$ cat src/rtl/assert_macros.svh
// Assertion macros shared by the RTL files.
`ifndef ASSERT_MACROS_SVH
`define ASSERT_MACROS_SVH
// Implication checked on every clock edge, disabled in reset.
`define ASSERT_IMPL(label, clk, rst_n, ante, cons, msg) \
	label: assert property (@(posedge clk) disable iff (!rst_n) (ante) |-> (cons)) \
		else $error(msg);
// Next-cycle implication.
`define ASSERT_NEXT(label, clk, rst_n, ante, cons, msg) \
	label: assert property (@(posedge clk) disable iff (!rst_n) (ante) |=> (cons)) \
		else $error(msg);
`endif

$ cat src/rtl/bsvm_pkg.sv
// Shared types and constants of the script VM core.
package bsvm_pkg;
	localparam int ADDR_W = 13;
	localparam int DATA_W = 32;
	localparam int DEF_VAR_COUNT = 16;
	localparam int DEF_PROGRAM_DEPTH = 4096;

	typedef enum logic [3:0] {
		ACT_CALL = 4'd0, ACT_RET = 4'd1, ACT_GPIO = 4'd2, ACT_SLEEP = 4'd3,
		ACT_PRINT = 4'd4, ACT_SET = 4'd5, ACT_MATH = 4'd6, ACT_JUMP = 4'd7,
		ACT_JIF = 4'd8, ACT_HALT = 4'd9
	} action_t;

	localparam logic [2:0] OP_ADD = 3'd0;
	localparam logic [2:0] OP_SUB = 3'd1;
	localparam logic [2:0] OP_MUL = 3'd2;
	localparam logic [2:0] OP_DIV = 3'd3;

	localparam logic [2:0] CC_EQ = 3'd0;
	localparam logic [2:0] CC_NE = 3'd1;
	localparam logic [2:0] CC_LT = 3'd2;
	localparam logic [2:0] CC_GT = 3'd3;
	localparam logic [2:0] CC_LE = 3'd4;
	localparam logic [2:0] CC_GE = 3'd5;

	localparam logic [1:0] ST_RUN = 2'd0;
	localparam logic [1:0] ST_HALT = 2'd1;
	localparam logic [1:0] ST_STACK = 2'd2;
	localparam logic [1:0] ST_END = 2'd3;

	localparam logic [1:0] FX_NONE = 2'd0;
	localparam logic [1:0] FX_GPIO = 2'd1;
	localparam logic [1:0] FX_SLEEP = 2'd2;
	localparam logic [1:0] FX_PRINT = 2'd3;

	localparam logic [0:0] REG_PROGRAM_LENGTH = 1'd0;

	typedef struct packed {
		logic start;
		logic cmp;
		logic [2:0] subop;
	} alu_cmd_t;

	typedef struct packed {
		logic done;
		logic [DATA_W-1:0] result;
		logic cond;
	} alu_rsp_t;
endpackage

$ cat src/rtl/bsvm_alu.sv
// Bit-serial math and compare unit: add/sub/compare and shift-add multiply and
// restoring divide, one bit per cycle.
module bsvm_alu
	import bsvm_pkg::*;
(
	input  logic              clk,
	input  logic              arst_n,
	input  alu_cmd_t          cmd,
	input  logic [DATA_W-1:0] a,
	input  logic [DATA_W-1:0] b,
	output alu_rsp_t          rsp
);
	`include "assert_macros.svh"

	localparam int CNT_W = $clog2(DATA_W + 1);

	logic [DATA_W-1:0] x_q, y_q, acc_q, res_q;
	logic [CNT_W-1:0]  cnt_q;
	logic              busy_q, carry_q, eq_q, done_q, neg_q, cond_q;
	logic [2:0]        op_q;
	logic              sa_q, sb_q, cmp_q;

	logic              xb, yb, sbit, cnext, ybit_eff;
	logic [DATA_W:0]   rem_try;
	logic [DATA_W-1:0] mag_a, mag_b;
	logic              last;
	logic              lt;
	logic              do_mul, do_div;

	assign mag_a = a[DATA_W-1] ? DATA_W'(-a) : a;
	assign mag_b = b[DATA_W-1] ? DATA_W'(-b) : b;
	assign xb = x_q[0];
	assign yb = y_q[0];
	assign do_mul = !cmp_q && (op_q == OP_MUL);
	assign do_div = !cmp_q && (op_q == OP_DIV);
	// add for add, else subtract (sub and compare)
	assign ybit_eff = (!cmp_q && op_q == OP_ADD) ? yb : ~yb;
	assign sbit = xb ^ ybit_eff ^ carry_q;
	assign cnext = (xb & ybit_eff) | (xb & carry_q) | (ybit_eff & carry_q);
	assign rem_try = {acc_q, x_q[DATA_W-1]} - {1'b0, y_q};
	assign last = (cnt_q == CNT_W'(DATA_W - 1));
	// signed a<b: sign of a-b corrected for overflow
	assign lt = (sa_q ^ sb_q) ? sa_q : sbit;

	always_ff @(posedge clk or negedge arst_n) begin
		if (!arst_n) begin
			busy_q <= 1'b0;
			done_q <= 1'b0;
			cnt_q <= '0;
		end else begin
			done_q <= 1'b0;
			if (cmd.start) begin
				busy_q <= 1'b1;
				cnt_q <= '0;
				op_q <= cmd.subop;
				cmp_q <= cmd.cmp;
				sa_q <= a[DATA_W-1];
				sb_q <= b[DATA_W-1];
				eq_q <= 1'b1;
				acc_q <= '0;
				neg_q <= (a[DATA_W-1] ^ b[DATA_W-1]);
				carry_q <= cmd.cmp || (cmd.subop != OP_ADD);
				if (!cmd.cmp && cmd.subop == OP_DIV) begin
					x_q <= mag_a;
					y_q <= mag_b;
				end else begin
					x_q <= a;
					y_q <= b;
				end
			end else if (busy_q) begin
				cnt_q <= cnt_q + 1'b1;
				if (do_mul) begin
					// shift-add: acc accumulates a << i when bit i of b is set
					if (y_q[0]) acc_q <= acc_q + x_q;
					x_q <= {x_q[DATA_W-2:0], 1'b0};
					y_q <= {1'b0, y_q[DATA_W-1:1]};
				end else if (do_div) begin
					x_q <= {x_q[DATA_W-2:0], ~rem_try[DATA_W]};
					if (!rem_try[DATA_W]) acc_q <= rem_try[DATA_W-1:0];
					else acc_q <= {acc_q[DATA_W-2:0], x_q[DATA_W-1]};
				end else begin
					carry_q <= cnext;
					eq_q <= eq_q & (xb == yb);
					x_q <= {1'b0, x_q[DATA_W-1:1]};
					y_q <= {1'b0, y_q[DATA_W-1:1]};
					acc_q <= {sbit, acc_q[DATA_W-1:1]};
				end
				if (last) begin
					busy_q <= 1'b0;
					done_q <= 1'b1;
					unique case (op_q)
						OP_ADD, OP_SUB: res_q <= {sbit, acc_q[DATA_W-1:1]};
						OP_MUL: res_q <= y_q[0] ? acc_q + x_q : acc_q;
						OP_DIV: begin
							if (y_q == '0) res_q <= '0;
							else if (neg_q) res_q <= -{x_q[DATA_W-2:0], ~rem_try[DATA_W]};
							else res_q <= {x_q[DATA_W-2:0], ~rem_try[DATA_W]};
						end
						default: res_q <= '0;
					endcase
					unique case (op_q)
						CC_EQ: cond_q <= eq_q & (xb == yb);
						CC_NE: cond_q <= !(eq_q & (xb == yb));
						CC_LT: cond_q <= lt;
						CC_GT: cond_q <= !lt && !(eq_q & (xb == yb));
						CC_LE: cond_q <= lt || (eq_q & (xb == yb));
						CC_GE: cond_q <= !lt;
						default: cond_q <= 1'b0;
					endcase
				end
			end
		end
	end

	assign rsp.done = done_q;
	assign rsp.result = res_q;
	assign rsp.cond = cond_q;

	`ASSERT_NEXT(a_done_pulse, clk, arst_n, done_q, !done_q, "alu done held two cycles")
	`ASSERT_IMPL(a_no_restart, clk, arst_n, busy_q, !cmd.start, "alu started while busy")
	`ASSERT_IMPL(a_cnt_range, clk, arst_n, busy_q, cnt_q < CNT_W'(DATA_W), "alu count out of range")
endmodule

$ cat src/rtl/bytecode_script_vm_core.sv
// Script VM core top level: decode, variable file, return stack and control.
// Each instruction is accepted into the input register, executed and retired to
// the output register; math with a known subop and jump-if-false with a known
// condition first run through the bit-serial unit (start, wait for done, retire).
// One instruction at a time: no new instruction is taken until the last retires;
// a result left waiting on the output stalls the next retire.
// Reset clears the variables, pointer, stack depth and program length.
module bytecode_script_vm_core
	import bsvm_pkg::*;
#(
	parameter int VAR_COUNT = DEF_VAR_COUNT,
	parameter int PROGRAM_DEPTH = DEF_PROGRAM_DEPTH
) (
	input  logic         clk,
	input  logic         arst_n,
	input  logic         s_tvalid,
	output logic         s_tready,
	// action[3:0], subop[6:4], dest_is_var[7], dest_index[15:8], a_is_var[16],
	// a_value[48:17], b_is_var[49], b_value[81:50], target_addr[94:82]
	input  logic [95:0]  s_tdata,
	output logic         m_tvalid,
	input  logic         m_tready,
	// next_addr[12:0], run_status[14:13], effect_kind[16:15],
	// effect_first[48:17], effect_second[80:49]
	output logic [87:0]  m_tdata,
	input  logic         psel,
	input  logic         penable,
	input  logic         pwrite,
	input  logic [2:0]   paddr,
	input  logic [31:0]  pwdata,
	output logic [31:0]  prdata,
	output logic         pready
);
	`include "assert_macros.svh"

	localparam int VI_W = (VAR_COUNT > 1) ? $clog2(VAR_COUNT) : 1;
	localparam int SD_W = $clog2(VAR_COUNT + 1);
	localparam int LEN_CLIP = (PROGRAM_DEPTH < 8191) ? PROGRAM_DEPTH : 8191;

	typedef enum logic [1:0] {S_IDLE, S_EXEC, S_WAIT, S_RETIRE} state_t;

	state_t state_q;
	logic [ADDR_W-1:0] plen_q, ip_q;
	logic [DATA_W-1:0] vars_q [VAR_COUNT];
	logic [ADDR_W-1:0] rstack [VAR_COUNT];
	logic [SD_W-1:0]   sd_q;
	logic [95:0]       in_q;
	logic [DATA_W-1:0] a_q, b_q;
	logic              ovf_q, res_full_q;
	logic [87:0]       res_q;

	logic [3:0] act;
	logic [2:0] sub;
	logic dvar;
	logic [7:0] didx;
	logic [ADDR_W-1:0] tgt;
	logic [DATA_W-1:0] a_raw, b_raw, a_op, b_op;
	logic [ADDR_W-1:0] len;
	alu_cmd_t alu_cmd;
	alu_rsp_t alu_rsp;

	assign act = in_q[3:0];
	assign sub = in_q[6:4];
	assign dvar = in_q[7];
	assign didx = in_q[15:8];
	assign tgt = in_q[94:82];
	assign a_raw = s_tdata[48:17];
	assign b_raw = s_tdata[81:50];
	assign len = (plen_q > ADDR_W'(LEN_CLIP)) ? ADDR_W'(LEN_CLIP) : plen_q;

	always_comb begin
		a_op = a_raw;
		if (s_tdata[16]) a_op = (a_raw < DATA_W'(VAR_COUNT)) ? vars_q[a_raw[VI_W-1:0]] : '0;
		b_op = b_raw;
		if (s_tdata[49]) b_op = (b_raw < DATA_W'(VAR_COUNT)) ? vars_q[b_raw[VI_W-1:0]] : '0;
	end

	assign s_tready = (state_q == S_IDLE);
	assign m_tvalid = res_full_q;
	assign m_tdata = res_q;
	assign pready = 1'b1;
	assign prdata = (paddr[2] == REG_PROGRAM_LENGTH) ? {19'd0, plen_q} : '0;

	assign alu_cmd.start = (state_q == S_EXEC) &&
		((act == ACT_MATH && sub <= OP_DIV) || (act == ACT_JIF && sub <= CC_GE));
	assign alu_cmd.cmp = (act == ACT_JIF);
	assign alu_cmd.subop = sub;

	bsvm_alu u_alu (.clk, .arst_n, .cmd(alu_cmd), .a(a_q), .b(b_q), .rsp(alu_rsp));

	logic dest_ok;
	logic out_free;
	assign dest_ok = dvar && ({1'b0, didx} < 9'(VAR_COUNT));
	// the output register is free, or empties at this edge
	assign out_free = !res_full_q || m_tready;

	// return stack: written on call only, read below depth
	always_ff @(posedge clk) begin
		if (state_q == S_EXEC && out_free && act == ACT_CALL && !ovf_q &&
				sd_q < SD_W'(VAR_COUNT))
			rstack[sd_q[VI_W-1:0]] <= ip_q;
	end

	always_ff @(posedge clk or negedge arst_n) begin
		logic [ADDR_W:0] nxt;
		logic [1:0] st, fk;
		logic [DATA_W-1:0] f1, f2;
		logic [SD_W-1:0] sd_n;
		logic res_load;
		if (!arst_n) begin
			state_q <= S_IDLE;
			plen_q <= '0;
			ip_q <= '0;
			sd_q <= '0;
			res_full_q <= 1'b0;
			for (int i = 0; i < VAR_COUNT; i++) vars_q[i] <= '0;
		end else begin
			nxt = '0; st = ST_RUN; fk = FX_NONE; f1 = '0; f2 = '0;
			sd_n = sd_q;
			res_load = 1'b0;
			if (psel && penable && pwrite && paddr[2] == REG_PROGRAM_LENGTH)
				plen_q <= pwdata[ADDR_W-1:0];
			unique case (state_q)
				S_IDLE: if (s_tvalid && s_tready) begin
					in_q <= s_tdata;
					a_q <= a_op;
					b_q <= b_op;
					ovf_q <= (ip_q >= len);
					state_q <= S_EXEC;
				end
				S_EXEC, S_RETIRE: if (alu_cmd.start) begin
					state_q <= S_WAIT;
				end else if (out_free) begin
					nxt = {1'b0, ip_q} + 1'b1;
					if (!ovf_q) begin
						unique case (act)
							ACT_CALL: if (sd_q < SD_W'(VAR_COUNT)) begin
								sd_n = sd_q + 1'b1;
								nxt = {1'b0, tgt};
							end else st = ST_STACK;
							ACT_RET: if (sd_q != '0) begin
								sd_n = sd_q - 1'b1;
								nxt = {1'b0, rstack[sd_n[VI_W-1:0]]} + 1'b1;
							end else st = ST_STACK;
							ACT_GPIO: begin fk = FX_GPIO; f1 = a_q; f2 = b_q; end
							ACT_SLEEP: begin fk = FX_SLEEP; f1 = a_q; end
							ACT_PRINT: begin fk = FX_PRINT; f1 = a_q; end
							ACT_SET: if (dest_ok) vars_q[didx[VI_W-1:0]] <= a_q;
							ACT_MATH: if (dest_ok) vars_q[didx[VI_W-1:0]] <=
								(state_q == S_RETIRE) ? alu_rsp.result : '0;
							ACT_JUMP: nxt = {1'b0, tgt};
							ACT_JIF: if (state_q != S_RETIRE || !alu_rsp.cond)
								nxt = {1'b0, tgt};
							ACT_HALT: st = ST_HALT;
							default: ;
						endcase
						if (st == ST_RUN && nxt >= {1'b0, len}) st = ST_END;
					end else st = ST_END;
					if (st != ST_RUN) begin
						ip_q <= '0;
						sd_n = '0;
						nxt = '0;
					end else ip_q <= nxt[ADDR_W-1:0];
					sd_q <= sd_n;
					res_q <= {7'd0, f2, f1, fk, st, nxt[ADDR_W-1:0]};
					res_load = 1'b1;
					state_q <= S_IDLE;
				end
				S_WAIT: if (alu_rsp.done) state_q <= S_RETIRE;
				default: state_q <= S_IDLE;
			endcase
			if (res_load) res_full_q <= 1'b1;
			else if (m_tvalid && m_tready) res_full_q <= 1'b0;
		end
	end

	`ASSERT_IMPL(a_depth_max, clk, arst_n, 1'b1, sd_q <= SD_W'(VAR_COUNT), "stack depth overflow")
	`ASSERT_NEXT(a_out_hold, clk, arst_n, m_tvalid && !m_tready, m_tvalid && $stable(m_tdata), "result dropped while stalled")
	`ASSERT_NEXT(a_exec_after_acc, clk, arst_n, s_tvalid && s_tready, state_q == S_EXEC, "no exec")
endmodule
$ cat config.mk
export PLATFORM = sky130hd
export DESIGN_NAME = bytecode_script_vm_core
export DESIGN_NICKNAME = d
export VERILOG_FILES = /design/src/rtl/bsvm_pkg.sv /design/src/rtl/bsvm_alu.sv /design/src/rtl/bytecode_script_vm_core.sv
export VERILOG_INCLUDE_DIRS = /design/src /design/src/rtl
export SDC_FILE = /design/constraint.sdc
export NUM_CORES = 2
export LEC_CHECK = 0
export BUFFER_PORTS_ARGS = -buffer_cell sky130_fd_sc_hd__buf_2
export CELL_PAD_IN_SITES_DETAIL_PLACEMENT = 0
export CELL_PAD_IN_SITES_GLOBAL_PLACEMENT = 1
export CORE_MARGIN = 2
export CORE_UTILIZATION = 35
export DETAILED_ROUTE_END_ITERATION = 12
export GPL_ROUTABILITY_DRIVEN = 0
export PLACE_DENSITY_LB_ADDON = 0.15
export REMOVE_ABC_BUFFERS = 1
export SETUP_SLACK_MARGIN = 0.5
export SLEW_MARGIN = 20
export SYNTH_ARGS = -nofsm -noshare
export SYNTH_HDL_FRONTEND = slang
export SYNTH_SLANG_ARGS = --single-unit
$ cat constraint.sdc
create_clock -name clk -period 5.8 [get_ports clk]
set_input_delay 1.16 -clock clk [delete_from_list [all_inputs] [get_ports clk]]
set_output_delay 1.16 -clock clk [all_outputs]
set_load 0.03 [all_outputs]
==> flow_summary.yaml <==
worst_setup_path:
  arrival_ns: 5.59
  criticalPathCategory: "register to register"
  critPathLaunchType: "register"
  path_max_fanout: 6
  cp-end-kind: "register"
  cp.required_ns: 6.29
clock_network:
  cts_htree_levels: 4
  clkTransAtPathRegs_ns: 0.06
  cts.sinks: 1075
  cts_tree: "built"
  numCtsBuffers: 131
  cts.path.max_buffers: 3
  cts_root_buf: "clkbuf_16"
  clock_latency_ns: 0.78
power:
  power_frac_comb_pct: 27.8
  ir_drop_mv: 0.292
  p_leak_nw: 26.4
  p_per_area_nw_per_um2: 380
  p_sw_share_pct: 34.6
  clock_power_share_pct: 34.2
  switchingPower_mw: 8.67
  p_seq_share_pct: 38.0
  power.internal_mw: 16.4
layout:
  fin_nets: 5406
  fillers: 15700
  drive_above_1_share_pct: 19.7
  post-route-util_pct: 40.5
  final_cell_count_no_fill: 7449
  synthToLayoutAreaGrowth_pct: 15.1
synthesis:
  synth.top_cell.area_share_pct: 27.3
  post-synth-top-count-cell: "nor2_1"
  synthTopCellsByArea: "edfxtp_1 27%, dfrtp_1 24%, mux4_2 14%, a21oi_1 6.1%, nor2_1 4.6%"
  synth-edff-count: 521
  synth_common_cells: "702 x nor2_1, 699 x a21oi_1, 554 x dfrtp_1"
  async_flop_share_pct: 51.5
  ys.flop_type: "dfrtp_1"
  syn_area_um2: 57300
  ys_warn_count: 0
  avgSynthCellArea_um2: 11.4
  synth-seq-area-share_pct: 51.5
  syn_inst: 5028
  yosys.area.top_type: "edfxtp_1"
  ys_ff_latch: 1075
  synth_cell_types: 87
floorplan:
  dieArea_um2: 167000
  die_w_um: 409
  top_level_ports: 261
  die_h_um: 409
  initial_core_util_pct: 35.2
  num_rows: 148
  core_um2: 163000
placed_design:
  dp_hpwl_um: 130000
  dp_cells: 7203
  portBuffers: 211
global_route:
  grt_pass1_vias: 40700
  grt_usage_pct: 23.2
  grt_pass1_wl_um: 287000
  grt_max_degree: 172
  grt-ovfl-total: 0
  antenna_found_initial: 14
sta:
  fin_setup_tns_ns: 0
  fin_crit_ns: 5.10
  setup_violations: 0
  finalHoldViolCount: 0
  timing.final.crit_share_pct: 87.9
  worstMarginPinSlew_ns: 1.13
  slew_headroom_pct: 24.5
  skew_ns: 0.0343
  rsz0062_at_grt: "no"
  finalMaxSlewViolations: 0
  fmax_mhz: 196
drt:
  drt_first_pass_iters: 6
  drc: 0
  vias: 41400
  drt.antenna.violating_nets: 0
  detail_route.wl_per_cell_um: 26.4
  viasPerCell: 5.55
  wirelength_um: 197000
  first_iter_violations: 3490
flow_run:
  maxCapViolCount: 0
hold_path:
  hp-class: "primary input to asynchronous set/reset pin"
outcome:
  status: "finished clean"
-- routing by layer --
metal  track usage, %  wire [µm]  share of wire [%]  vias up
met2             37.7      93800                 48     1061
met5                0         47              0.024        -
li1                 -          -                  -    18900
met1             32.8      88900                 45    21200
met4             5.75       4440                2.3        8
met3             3.11       9450                4.8      248
-- critical path, stage by stage (launching register included) --
cell and delay [ns]:
dfrtp_4 0.53, inv_2 0.09, ha_4 0.21, xor2_4 0.18, buf_12 0.15, mux4_2 0.33
mux2i_4 0.23, a21oi_2 0.13, ha_2 0.23, and2_1 0.16, and2_2 0.24, o21a_1 0.12
xor2_1 0.16, o31ai_1 0.10, a31oi_2 0.30, inv_1 0.10, ha_1 0.30, a21o_1 0.19
a211oi_2 0.20, a211oi_2 0.13, nor3_2 0.30, buf_4 0.20, nor2_1 0.05, nor3_1 0.15
a31oi_1 0.06
-- per-stage QoR --
step                      hold WS (ns)  area (µm²)  setup slack (ns)  total power [mW]
after floorplan                  0.452       55800             -3.27              13.7
after global placement           0.491       61200             0.257              16.4
after detailed placement         0.496       61200             0.196              16.4
after CTS                        0.273       65800             0.495              25.1
after global routing             0.286       66000             0.487              26.2
final                            0.304       66000             0.700              25.0
-- power by group through the flow --
stage                     Clock (mW)  Combinational (mW)  Sequential [mW]
final                           8.58                6.96             9.51
after global routing            9.06                7.59             9.58
after CTS                       8.77                6.85             9.51
after detailed placement           0                6.78             9.65
after global placement             0                6.80             9.65
after floorplan                    0                4.09             9.65
-- worst paths after layout --
kind,start,endpoint,slack [ns],cells past startpoint
setup / recovery,sd_q[0],m_tdata[13],0.70,24
hold reg to reg,in_q[4],u_alu.op_q[0],0.52,0
setup reg to reg,sd_q[0],m_tdata[13],0.70,24
max in group asynchronous,arst_n,vars_q[465],3.31,3
min in group clk,in_q[4],u_alu.op_q[0],0.52,0
hold / removal,arst_n,plen_q[4],0.30,1
-- flip-flops by register name (all words and copies together) (netlist names), 29 cells and up, named ones only --
name / count
vars_q: 512
rstack: 208
m_tdata: 81
a_q: 32
b_q: 32
u_alu.acc_q: 32
u_alu.res_q: 32
u_alu.x_q: 32
u_alu.y_q: 32
in_q: 29
-- cell families after synthesis --
logic type / after synthesis / share of synthesized area [%]
AOI/OAI and AO/OA: 1227 / 12.4
xor gates and xnor gates: 170 / 2.62
adders and majority gates: 103 / 2.28
buffers and inverters: 537 / 3.78
DFF: 1075 / 51.5
muxes: 463 / 16.0
other: 2 / 0.0131
and+or+nand+nor: 1451 / 11.4
-- area by class of cell --
class                           count  area [µm²]  share of cell area, %
Timing Repair Buffer              371        2570                   3.89
Clock inverter                     53         896                   1.36
Antenna cell                        4        10.0                 0.0152
Multi-Input combinational cell   3441       26100                   39.5
Inverter                          146         548                  0.831
Clock buffer                      184        3660                   5.55
Sequential cell                  1075       29500                   44.7
Tap cell                         2175        2720                   4.12
-- layout by cell type, fill, tap and decap left out, types with 29 or more instances in the layout --
| cell | count |
|---|---|
| xnor2_1 | 85 |
| nand2_1 | 288 |
| a21oi_1 | 694 |
| nor3_1 | 39 |
| inv_1 | 142 |
| nor2_1 | 681 |
| buf_2 | 204 |
| clkbuf_16 | 134 |
| buf_4 | 141 |
| nand3_1 | 102 |
| and2_1 | 46 |
| o21ai_0 | 198 |
| nor2b_1 | 53 |
| nor4_1 | 37 |
| o221ai_1 | 30 |
| ha_1 | 97 |
| mux2i_1 | 75 |
| and3_1 | 53 |
| o31ai_1 | 29 |
| a21o_1 | 40 |
| edfxtp_1 | 521 |
| a31oi_1 | 48 |
| clkbuf_1 | 37 |
| xor2_1 | 82 |
| dfrtp_1 | 553 |
| mux4_2 | 360 |
-- timing repair --
| action | CTS | global route |
|---|---|---|
| buffers inserted | 1 | 2 |
| gates resized for setup | 9 | 21 |
| gates cloned | 0 | 1 |
| pin swaps | 0 | 5 |
| setup endpoints to repair | 33 | 35 |
| hold buffers | 0 | 0 |
(Power assumes the default switching activity.)
